<file path="config.mk">
export PLATFORM = sky130hd
export DESIGN_NAME = fan_tach_period_speed_meter_flat
export DESIGN_NICKNAME = d
export VERILOG_FILES = /design/src/hw/rtl/ftsm_pkg.sv /design/src/hw/rtl/ftsm_if.sv /design/src/hw/rtl/ftsm_ctrl.sv /design/src/hw/rtl/ftsm_dp.sv /design/src/hw/rtl/fan_tach_period_speed_meter.sv /design/src/flat_wrapper.sv
export VERILOG_INCLUDE_DIRS = /design/src /design/src/hw/rtl
export SDC_FILE = /design/constraint.sdc
export NUM_CORES = 1
export LEC_CHECK = 0
export BUFFER_PORTS_ARGS = -buffer_cell sky130_fd_sc_hd__buf_2
export CAP_MARGIN = 10
export CORE_MARGIN = 4
export CORE_UTILIZATION = 40
export DETAILED_ROUTE_END_ITERATION = 10
export PLACE_DENSITY = 0.61
export SYNTH_ARGS = -nofsm -noshare
export SYNTH_HDL_FRONTEND = slang
export SYNTH_SLANG_ARGS = --single-unit
</file>
<file path="constraint.sdc">
create_clock -name clk_i -period 4.4 [get_ports clk_i]
set_input_delay 0.44 -clock clk_i [delete_from_list [all_inputs] [get_ports clk_i]]
set_output_delay 0.44 -clock clk_i [all_outputs]
set_load 0.05 [all_outputs]
</file>
<file path="src/hw/rtl/fan_tach_period_speed_meter_defines.svh">
`ifndef FAN_TACH_PERIOD_SPEED_METER_DEFINES_SVH
`define FAN_TACH_PERIOD_SPEED_METER_DEFINES_SVH

// clocked on clk_i; FTSM_ASSERT is quiet while rst_ni is low, FTSM_ASSERT_ALWAYS is not
`ifndef NO_ASSERTIONS
`define FTSM_ASSERT(name, prop, msg) \
  name: assert property (@(posedge clk_i) disable iff (!rst_ni) (prop)) else $error(msg);
`define FTSM_ASSERT_ALWAYS(name, prop, msg) \
  name: assert property (@(posedge clk_i) (prop)) else $error(msg);
`else
`define FTSM_ASSERT(name, prop, msg)
`define FTSM_ASSERT_ALWAYS(name, prop, msg)
`endif

`endif

</file>
<file path="src/hw/rtl/ftsm_pkg.sv">
`timescale 1ns / 1ps
package ftsm_pkg;

  localparam int COUNT_BITS  = 16;
  localparam int FAN_COUNT   = 8;
  localparam int FAN_BITS    = 3;
  localparam int SPEED_BITS  = 16;
  localparam int FLAG_BITS   = 8;
  localparam int PRE_BITS    = 3;
  localparam int PS_BITS     = 2;

  localparam int RANGE_LIMIT = 18750;
  localparam int SPEED_SCALE = 30000000;
  localparam int SCALE_BITS  = $clog2(SPEED_SCALE + 1);
  localparam int ITER_BITS   = $clog2(SCALE_BITS);

  localparam logic [PS_BITS-1:0] PS_RESET = 2'd1;

  localparam logic ACT_START = 1'b0;
  localparam logic ACT_TICK  = 1'b1;

  typedef struct packed {
    logic beat;
    logic div_step;
    logic load_out;
  } ftsm_cmd_t;

  typedef struct packed {
    logic fin;
    logic div_last;
  } ftsm_sts_t;

endpackage

</file>
<file path="src/hw/rtl/ftsm_if.sv">
`timescale 1ns / 1ps
interface ftsm_in_if import ftsm_pkg::*; ();
  logic                valid;
  logic                ready;
  logic                action;
  logic [FAN_BITS-1:0] fan_index;
  logic                tach_level;

  modport source (output valid, action, fan_index, tach_level, input ready);
  modport sink   (input valid, action, fan_index, tach_level, output ready);
endinterface

interface ftsm_out_if import ftsm_pkg::*; ();
  logic                  valid;
  logic                  ready;
  logic [FAN_BITS-1:0]   done_fan;
  logic [SPEED_BITS-1:0] speed;
  logic                  timed_out;
  logic [FLAG_BITS-1:0]  range_flags;

  modport source (output valid, done_fan, speed, timed_out, range_flags, input ready);
  modport sink   (input valid, done_fan, speed, timed_out, range_flags, output ready);
endinterface

interface ftsm_cfg_if import ftsm_pkg::*; ();
  logic               valid;
  logic               ready;
  logic [PS_BITS-1:0] data;

  modport source (output valid, data, input ready);
  modport sink   (input valid, data, output ready);
endinterface

</file>
<file path="src/hw/rtl/ftsm_ctrl.sv">
`timescale 1ns / 1ps
module ftsm_ctrl import ftsm_pkg::*; (
  input  logic      clk_i,
  input  logic      rst_ni,
  input  logic      in_valid_i,
  output logic      in_ready_o,
  output logic      out_valid_o,
  input  logic      out_ready_i,
  input  ftsm_sts_t sts_i,
  output ftsm_cmd_t cmd_o
);

  typedef enum logic [1:0] {
    S_ACCEPT,
    S_DIV,
    S_OUT
  } state_e;

  state_e state_q;
  logic   in_ready_q;
  logic   out_valid_q;
  logic   div_step_q;
  logic   beat;

  assign beat = in_valid_i && in_ready_q;

  assign cmd_o.beat     = beat;
  assign cmd_o.div_step = div_step_q;
  assign cmd_o.load_out = div_step_q && sts_i.div_last;

  assign in_ready_o  = in_ready_q;
  assign out_valid_o = out_valid_q;

  always_ff @(posedge clk_i or negedge rst_ni) begin
    if (!rst_ni) begin
      state_q     <= S_ACCEPT;
      in_ready_q  <= 1'b1;
      out_valid_q <= 1'b0;
      div_step_q  <= 1'b0;
    end else begin
      case (state_q)
        S_ACCEPT: begin
          if (beat && sts_i.fin) begin
            state_q    <= S_DIV;
            in_ready_q <= 1'b0;
            div_step_q <= 1'b1;
          end
        end
        S_DIV: begin
          if (sts_i.div_last) begin
            state_q     <= S_OUT;
            div_step_q  <= 1'b0;
            out_valid_q <= 1'b1;
          end
        end
        S_OUT: begin
          if (out_ready_i) begin
            state_q     <= S_ACCEPT;
            out_valid_q <= 1'b0;
            in_ready_q  <= 1'b1;
          end
        end
        default: begin
          state_q     <= S_ACCEPT;
          in_ready_q  <= 1'b1;
          out_valid_q <= 1'b0;
          div_step_q  <= 1'b0;
        end
      endcase
    end
  end

endmodule

</file>
<file path="src/hw/rtl/ftsm_dp.sv">
`timescale 1ns / 1ps
module ftsm_dp import ftsm_pkg::*; (
  input  logic                  clk_i,
  input  logic                  rst_ni,
  input  ftsm_cmd_t             cmd_i,
  output ftsm_sts_t             sts_o,
  input  logic                  cfg_we_i,
  input  logic [PS_BITS-1:0]    cfg_data_i,
  input  logic                  action_i,
  input  logic [FAN_BITS-1:0]   fan_index_i,
  input  logic                  tach_level_i,
  output logic [FAN_BITS-1:0]   done_fan_o,
  output logic [SPEED_BITS-1:0] speed_o,
  output logic                  timed_out_o,
  output logic [FLAG_BITS-1:0]  range_flags_o
);

  typedef enum logic [2:0] {
    PH_IDLE,
    PH_WAIT_HIGH1,
    PH_WAIT_FALL1,
    PH_WAIT_HIGH2,
    PH_WAIT_FALL2
  } phase_e;

  localparam logic [COUNT_BITS-1:0] CNT_MAX = {COUNT_BITS{1'b1}};

  phase_e                phase_q, phase_d;
  logic [COUNT_BITS-1:0] cnt_q, cnt_d;
  logic [PRE_BITS-1:0]   pre_q, pre_d;
  logic [PRE_BITS-1:0]   pre_top;
  logic [FAN_BITS-1:0]   fan_q, fan_d;
  logic [FAN_COUNT-1:0]  range_q, range_d;
  logic [PS_BITS-1:0]    ps_q;
  logic                  fin;
  logic                  tmo;

  logic [COUNT_BITS-1:0] dvs_q;
  logic [COUNT_BITS-1:0] rem_q, rem_d;
  logic [SCALE_BITS-1:0] quo_q, quo_d;
  logic [ITER_BITS-1:0]  iter_q;
  logic                  tmo_q;
  logic [COUNT_BITS:0]   trial;
  logic [COUNT_BITS:0]   dvs_ext;
  logic                  ge;

  logic [FAN_BITS-1:0]   out_fan_q;
  logic [SPEED_BITS-1:0] out_speed_q, out_speed_d;
  logic                  out_tmo_q;
  logic [FLAG_BITS-1:0]  out_range_q, out_range_d;

  assign pre_top = PRE_BITS'((4'd1 << ps_q) - 4'd1);

  always_comb begin
    phase_d = phase_q;
    cnt_d   = cnt_q;
    pre_d   = pre_q;
    fan_d   = fan_q;
    fin     = 1'b0;
    tmo     = 1'b0;
    if (cmd_i.beat) begin
      if (action_i == ACT_START) begin
        fan_d   = fan_index_i;
        cnt_d   = '0;
        pre_d   = '0;
        phase_d = PH_WAIT_HIGH1;
      end else if (phase_q != PH_IDLE) begin
        if (pre_q >= pre_top) begin
          pre_d = '0;
          if (cnt_q == CNT_MAX) begin
            cnt_d = '0;
            tmo   = 1'b1;
            fin   = 1'b1;
          end else begin
            cnt_d = cnt_q + 1'b1;
          end
        end else begin
          pre_d = pre_q + 1'b1;
        end
        if (!tmo) begin
          case (phase_q)
            PH_WAIT_HIGH1: begin
              if (tach_level_i) phase_d = PH_WAIT_FALL1;
            end
            PH_WAIT_FALL1: begin
              if (!tach_level_i) begin
                cnt_d   = '0;
                pre_d   = '0;
                phase_d = PH_WAIT_HIGH2;
              end
            end
            PH_WAIT_HIGH2: begin
              if (tach_level_i) phase_d = PH_WAIT_FALL2;
            end
            PH_WAIT_FALL2: begin
              if (!tach_level_i) fin = 1'b1;
            end
            default: phase_d = PH_IDLE;
          endcase
        end
        if (fin) phase_d = PH_IDLE;
      end
    end
  end

  always_comb begin
    range_d = range_q;
    if (fin) begin
      for (int i = 0; i < FAN_COUNT; i++) begin
        if (fan_q == FAN_BITS'(i)) begin
          range_d[i] = !(tmo || (32'(cnt_d) > RANGE_LIMIT));
        end
      end
    end
  end

  // restoring divide of the fixed scale by the period; a zero period
  // yields all ones, which saturates to the top speed
  assign trial   = {rem_q, quo_q[SCALE_BITS-1]};
  assign dvs_ext = {1'b0, dvs_q};
  assign ge      = trial >= dvs_ext;
  assign rem_d   = ge ? COUNT_BITS'(trial - dvs_ext) : trial[COUNT_BITS-1:0];
  assign quo_d   = {quo_q[SCALE_BITS-2:0], ge};

  always_comb begin
    if (tmo_q) begin
      out_speed_d = '0;
    end else if (quo_d > SCALE_BITS'({SPEED_BITS{1'b1}})) begin
      out_speed_d = {SPEED_BITS{1'b1}};
    end else begin
      out_speed_d = quo_d[SPEED_BITS-1:0];
    end
    out_range_d = '0;
    for (int i = 0; i < FAN_COUNT; i++) begin
      out_range_d[i] = range_q[i];
    end
  end

  assign sts_o.fin      = fin;
  assign sts_o.div_last = iter_q == ITER_BITS'(SCALE_BITS - 1);

  always_ff @(posedge clk_i or negedge rst_ni) begin
    if (!rst_ni) begin
      phase_q <= PH_IDLE;
      cnt_q   <= '0;
      pre_q   <= '0;
      fan_q   <= '0;
      range_q <= '0;
      ps_q    <= PS_RESET;
    end else begin
      phase_q <= phase_d;
      cnt_q   <= cnt_d;
      pre_q   <= pre_d;
      fan_q   <= fan_d;
      range_q <= range_d;
      if (cfg_we_i) ps_q <= cfg_data_i;
    end
  end

  always_ff @(posedge clk_i) begin
    if (fin) begin
      dvs_q  <= cnt_d;
      rem_q  <= '0;
      quo_q  <= SCALE_BITS'(SPEED_SCALE);
      iter_q <= '0;
      tmo_q  <= tmo;
    end else if (cmd_i.div_step) begin
      rem_q  <= rem_d;
      quo_q  <= quo_d;
      iter_q <= iter_q + 1'b1;
    end
    if (cmd_i.load_out) begin
      out_fan_q   <= fan_q;
      out_speed_q <= out_speed_d;
      out_tmo_q   <= tmo_q;
      out_range_q <= out_range_d;
    end
  end

  assign done_fan_o    = out_fan_q;
  assign speed_o       = out_speed_q;
  assign timed_out_o   = out_tmo_q;
  assign range_flags_o = out_range_q;

endmodule

</file>
<file path="src/hw/rtl/fan_tach_period_speed_meter.sv">
// Channel  Dir  Beat                                      Fields
// cfg_i    in   prescale write                            data[1:0]
// in_i     in   start or tick                             action, fan_index, tach_level
// out_o    out  finished measurement                      done_fan, speed, timed_out,
//                                                         range_flags
// A start beat or a tick that ends nothing leaves in_i.ready high.
// A tick that ends a measurement starts the bit-serial divider, one
// quotient bit per cycle; then the result sits on out_o until taken.
// in_i.ready drops after the finishing tick and rises after the out_o beat; cfg_i.ready is always high.
// Reset clears phase, the period and prescale counters, fan and range bits at once; no sweep follows.
`timescale 1ns / 1ps
`include "fan_tach_period_speed_meter_defines.svh"
module fan_tach_period_speed_meter import ftsm_pkg::*; (
  input  logic        clk_i,
  input  logic        rst_ni,
  ftsm_cfg_if.sink    cfg_i,
  ftsm_in_if.sink     in_i,
  ftsm_out_if.source  out_o
);

  ftsm_cmd_t cmd;
  ftsm_sts_t sts;

  assign cfg_i.ready = 1'b1;

  ftsm_ctrl u_ctrl (
    .clk_i       (clk_i),
    .rst_ni      (rst_ni),
    .in_valid_i  (in_i.valid),
    .in_ready_o  (in_i.ready),
    .out_valid_o (out_o.valid),
    .out_ready_i (out_o.ready),
    .sts_i       (sts),
    .cmd_o       (cmd)
  );

  ftsm_dp u_dp (
    .clk_i         (clk_i),
    .rst_ni        (rst_ni),
    .cmd_i         (cmd),
    .sts_o         (sts),
    .cfg_we_i      (cfg_i.valid),
    .cfg_data_i    (cfg_i.data),
    .action_i      (in_i.action),
    .fan_index_i   (in_i.fan_index),
    .tach_level_i  (in_i.tach_level),
    .done_fan_o    (out_o.done_fan),
    .speed_o       (out_o.speed),
    .timed_out_o   (out_o.timed_out),
    .range_flags_o (out_o.range_flags)
  );

  `FTSM_ASSERT_ALWAYS(a_ready_excl_valid, !(in_i.ready && out_o.valid), "ready while result pending")
  `FTSM_ASSERT(a_fin_blocks, (cmd.beat && sts.fin) |=> !in_i.ready, "accepting during divide")
  `FTSM_ASSERT(a_out_after_div, $rose(out_o.valid) |-> $past(cmd.load_out), "result without divide")
  `FTSM_ASSERT(a_step_excl_out, !(cmd.div_step && out_o.valid), "divide step with result pending")

endmodule
</file>
<file path="src/flat_wrapper.sv">
// flat-port wrapper written by rule: the top's interface ports become plain ports
module fan_tach_period_speed_meter_flat import ftsm_pkg::*;
  (clk_i, rst_ni, cfg_i_valid, cfg_i_data, cfg_i_ready, in_i_valid, in_i_action, in_i_fan_index, in_i_tach_level, in_i_ready, out_o_valid, out_o_done_fan, out_o_speed, out_o_timed_out, out_o_range_flags, out_o_ready);
  ftsm_cfg_if cfg_i_i ();
  ftsm_in_if in_i_i ();
  ftsm_out_if out_o_i ();
  input  logic clk_i;
  input  logic rst_ni;
  input wire logic [$bits(cfg_i_i.valid)-1:0] cfg_i_valid;
  input wire logic [$bits(cfg_i_i.data)-1:0] cfg_i_data;
  output wire logic [$bits(cfg_i_i.ready)-1:0] cfg_i_ready;
  input wire logic [$bits(in_i_i.valid)-1:0] in_i_valid;
  input wire logic [$bits(in_i_i.action)-1:0] in_i_action;
  input wire logic [$bits(in_i_i.fan_index)-1:0] in_i_fan_index;
  input wire logic [$bits(in_i_i.tach_level)-1:0] in_i_tach_level;
  output wire logic [$bits(in_i_i.ready)-1:0] in_i_ready;
  output wire logic [$bits(out_o_i.valid)-1:0] out_o_valid;
  output wire logic [$bits(out_o_i.done_fan)-1:0] out_o_done_fan;
  output wire logic [$bits(out_o_i.speed)-1:0] out_o_speed;
  output wire logic [$bits(out_o_i.timed_out)-1:0] out_o_timed_out;
  output wire logic [$bits(out_o_i.range_flags)-1:0] out_o_range_flags;
  input wire logic [$bits(out_o_i.ready)-1:0] out_o_ready;
  assign cfg_i_i.valid = cfg_i_valid;
  assign cfg_i_i.data = cfg_i_data;
  assign cfg_i_ready = cfg_i_i.ready;
  assign in_i_i.valid = in_i_valid;
  assign in_i_i.action = in_i_action;
  assign in_i_i.fan_index = in_i_fan_index;
  assign in_i_i.tach_level = in_i_tach_level;
  assign in_i_ready = in_i_i.ready;
  assign out_o_valid = out_o_i.valid;
  assign out_o_done_fan = out_o_i.done_fan;
  assign out_o_speed = out_o_i.speed;
  assign out_o_timed_out = out_o_i.timed_out;
  assign out_o_range_flags = out_o_i.range_flags;
  assign out_o_i.ready = out_o_ready;
  fan_tach_period_speed_meter u_core (.clk_i(clk_i), .rst_ni(rst_ni), .cfg_i(cfg_i_i), .in_i(in_i_i), .out_o(out_o_i));
endmodule
</file>
==> impl_metrics.py <==
metrics = {
    "status": {
        "run_status": "finished, final reports clean",
    },
    "global_routing": {
        "grt_remaining_overflow": 0,
        "total_routing_resource_utilization_after_global_routing": 0.166,
        "antenna_violations_before_repair": 0,
        "maximum_number_of_pins_on_one_net_before_global_route_repair": 67,
        "global_route_wire_length_before_repair_um": 24800,
        "grt_pass1_vias": 5018,
    },
    "layout": {
        "area_growth_pct": 14.1,
        "final_layout_size_suffix_gt1_frac": 0.148,
        "antenna_cells_inserted": 0,
        "final_core_util": 0.472,
        "final_cell_area_mm2": 0.00761,
        "layout.nets": 745,
    },
    "pwr": {
        "swShare": 0.320,
        "share_seq_of_total_power": 0.417,
        "max-vdd-ir-drop_mv": 0.359,
        "cell_internal_pwr_mw": 2.75,
        "power_density_mw_per_mm2": 532,
        "share_comb_of_total_power": 0.255,
        "power.total_mw": 4.05,
        "power_frac_clock": 0.328,
        "total_switching_power_mw": 1.29,
        "p_leak_nw": 3.28,
    },
    "yosys": {
        "postSynthRegisterBits": 131,
        "netlist.top_cell.by_area": "sky130_fd_sc_hd__edfxtp_1",
        "post_synth_instance_area_mm2": 0.00667,
        "synth_seq_area_share": 0.491,
        "ys_types": 73,
        "postSynth.topFlopCell": "sky130_fd_sc_hd__dfxtp_1",
        "postSynthAreaPerCell_um2": 9.84,
        "ys.warnings.count": 0,
        "synth.top_cells.by_area": "sky130_fd_sc_hd__edfxtp_1 (20%), sky130_fd_sc_hd__dfrtp_1 (14%), sky130_fd_sc_hd__dfxtp_1 (14%), sky130_fd_sc_hd__mux2i_1 (5.7%), sky130_fd_sc_hd__nor2_1 (4.7%)",
        "post_synth_inst_count": 678,
        "synth_enable_flop_cells": 45,
        "synthesized_net_count": 714,
        "yosys.area.top_type_share": 0.203,
        "share_of_async_settable_or_async_resettable_flops_after_synthesis": 0.305,
    },
    "placement": {
        "place_congestion": 0.880,
        "dp.final_hpwl_um": 10300,
        "postPlaceCellArea_mm2": 0.00705,
        "portBuffers": 41,
    },
    "timing": {
        "period_needed_ps": 4020,
        "fmax_ghz": 0.249,
        "slew_headroom": 0.251,
        "timing.final.hold_violations": 0,
        "rsz0062_at_grt": "false",
        "hold_ws_ps": 170,
        "final_max_slew_viol_count": 0,
        "fin_tns_setup_ps": 0,
        "fin_skew_ps": 10.3,
        "worst_pin_slew_ps": 1120,
        "setup-violations-final": 0,
        "fin_crit_sh": 0.913,
    },
    "clock_network": {
        "number_of_buffers_inserted_during_clock_tree_synthesis": 17,
        "clk_latency_ps": 420,
        "clkSinkCount": 131,
        "ctsLongestPathBuffers": 2,
        "cts_resized": 0,
        "postCtsSetupBuffers": 0,
        "cts-hold-fix-buffers": 0,
        "clk_pin_slew_worst_paths_ps": 60,
        "clock_tree.htree_level_count": 4,
        "tritoncts": "done",
        "clk_root_buffer_cell": "sky130_fd_sc_hd__clkbuf_16",
    },
    "worst_hold_path": {
        "hold_path_class": "in -> async",
    },
    "detailed_routing": {
        "drtPass1Iterations": 5,
        "first_iter_violations": 344,
        "route.final.wire_length_um": 14800,
        "via_per_inst": 5.48,
        "route.antenna.remaining_nets": 0,
        "post-route-drc-count": 0,
        "via_count": 5141,
        "post_drt_wl_per_cell_um": 15.7,
    },
    "die": {
        "die_area_mm2": 0.0188,
        "io-pin-count": 43,
        "floorplan.initialDensity": 0.414,
        "std_cell_rows": 46,
        "die_height_um": 137,
        "die_width_um": 137,
        "core_mm2": 0.0161,
    },
    "run": {
        "cap_viol_max_count": 0,
    },
    "critical_path": {
        "worst-endpoint-arrival_ps": 4300,
        "timing.critical_path.to_type": "flip-flop",
        "startpoint_type": "flip-flop",
        "timing.critical_path.required_ps": 4690,
        "crit_type": "reg -> reg",
        "highest_fanout_seen_on_the_critical_path": 17,
    },
}
-- cell usage after synthesis (all sizes together), types with 6 or more instances --
| master | n |
|---|---|
| o31ai | 6 |
| and2 | 6 |
| edfxtp | 45 |
| a22oi | 7 |
| nand2 | 49 |
| nor3 | 17 |
| or3 | 8 |
| a32oi | 7 |
| a211oi | 6 |
| a21oi | 34 |
| nand4 | 17 |
| inv | 35 |
| nor2 | 84 |
| nor4b | 7 |
| mux2i | 38 |
| buf | 8 |
| or2 | 7 |
| a21o | 9 |
| clkbuf | 28 |
| nand2b | 7 |
| dfxtp | 46 |
| nor2b | 7 |
| xor2 | 7 |
| xnor2 | 9 |
| dfrtp | 38 |
| o21ai | 41 |
| ha | 23 |
| nand3 | 16 |
-- power groups by stage --
| stage | clock [mW] | sequential [mW] | combinational, mW |
|---|---|---|---|
| global route | 1.41 | 1.72 | 1.18 |
| CTS | 1.36 | 1.69 | 1.04 |
| global placement | 0 | 1.70 | 0.993 |
| floorplan | 0 | 1.65 | 0.853 |
| detailed placement | 0 | 1.71 | 1.03 |
| finish | 1.33 | 1.69 | 1.03 |
-- critical path, cell delays in order (launching register included) --
cell	delay, ps
sky130_fd_sc_hd__dfrtp_1	390
sky130_fd_sc_hd__or2_2	300
sky130_fd_sc_hd__ha_1	280
sky130_fd_sc_hd__nor2b_1	160
sky130_fd_sc_hd__o21a_1	590
sky130_fd_sc_hd__o21ai_0	230
sky130_fd_sc_hd__o221ai_1	510
sky130_fd_sc_hd__a21boi_1	260
sky130_fd_sc_hd__a21boi_0	370
sky130_fd_sc_hd__nor3_1	160
sky130_fd_sc_hd__a2111oi_4	490
sky130_fd_sc_hd__o21ai_1	130
-- registers in the layout (all words and copies together), names as in the netlist, 3 cells and up --
signal and count:
u_core.u_dp.iter_q 5, u_core.u_dp.fan_q 3, u_core.u_dp.dvs_q 16, u_core.u_dp.speed_o 16
u_core.u_dp.phase_q 3, u_core.u_dp.pre_q 3, u_core.u_dp.cnt_q 16, u_core.u_dp.out_range_d 8
u_core.u_dp.rem_q 16, u_core.u_dp.quo_q 25, u_core.u_dp.range_flags_o 8, u_core.u_dp.done_fan_o 3
-- per-stage QoR --
stage	setup slack (ps)	instances
floorplan	934	678
global placement	549	906
detailed placement	438	906
CTS	421	938
global route	81.3	938
finish	384	938
-- cells in the final DEF, fill, tap and decap left out, drive strengths merged, types with 8 or more instances in the layout --
| cell type | netlist | routed |
|---|---|---|
| buf | 8 | 48 |
| o21ai | 41 | 41 |
| nand4 | 17 | 17 |
| ha | 23 | 23 |
| xnor2 | 9 | 9 |
| nand3 | 16 | 16 |
| mux2i | 38 | 38 |
| edfxtp | 45 | 45 |
| inv | 35 | 38 |
| nand2 | 49 | 49 |
| nor3 | 17 | 17 |
| dfxtp | 46 | 46 |
| clkbuf | 28 | 17 |
| dfrtp | 38 | 38 |
| or3 | 8 | 8 |
| a21oi | 34 | 34 |
| a21o | 9 | 9 |
| clkinv | 0 | 8 |
| nor2 | 84 | 84 |
-- kinds of logic after synthesis --
group                      Yosys count  synth area share
other                                1          0.000562
adders and majority gates           24            0.0462
muxes                               43            0.0655
buffers and inverters               71            0.0420
AOI/OAI and AO/OA                  148             0.149
and+or+nand+nor                    244             0.184
xor gates and xnor gates            16            0.0210
DFF                                131             0.491
-- metal layers --
metal	track usage	up-vias	wire [um]
li1	-	2529	-
met1	0.219	2468	6760
met2	0.272	134	7210
met3	0.0434	10	684
met4	0.0438	0	115
met5	0	-	0
-- cell type report --
cell class	count	area, um2
clock buffers	17	425
multi-input cells	476	3110
fillers	1514	8510
clock inverters	15	134
repair buffers	48	258
well taps	216	270
flip-flops and latches	131	3280
inverters	35	131
-- worst paths after layout --
path,from,endpoint,slack (ps),depth (start not counted)
setup / recovery,u_core.u_dp.ps_q[1],u_core.u_dp.out_range_d[1],380,11
hold / removal,rst_ni,u_core.u_dp.fan_q[1],170,1
setup reg to reg,u_core.u_dp.ps_q[1],u_core.u_dp.out_range_d[1],380,11
hold reg to reg,u_core.u_dp.out_range_d[1],u_core.u_dp.range_flags_o[1],500,0
max in group asynchronous,rst_ni,u_core.u_ctrl.div_step_q,3590,1
min in group clk_i,cfg_i_data[1],u_core.u_dp.ps_q[1],220,3
Power figures use the tool's default switching activity.
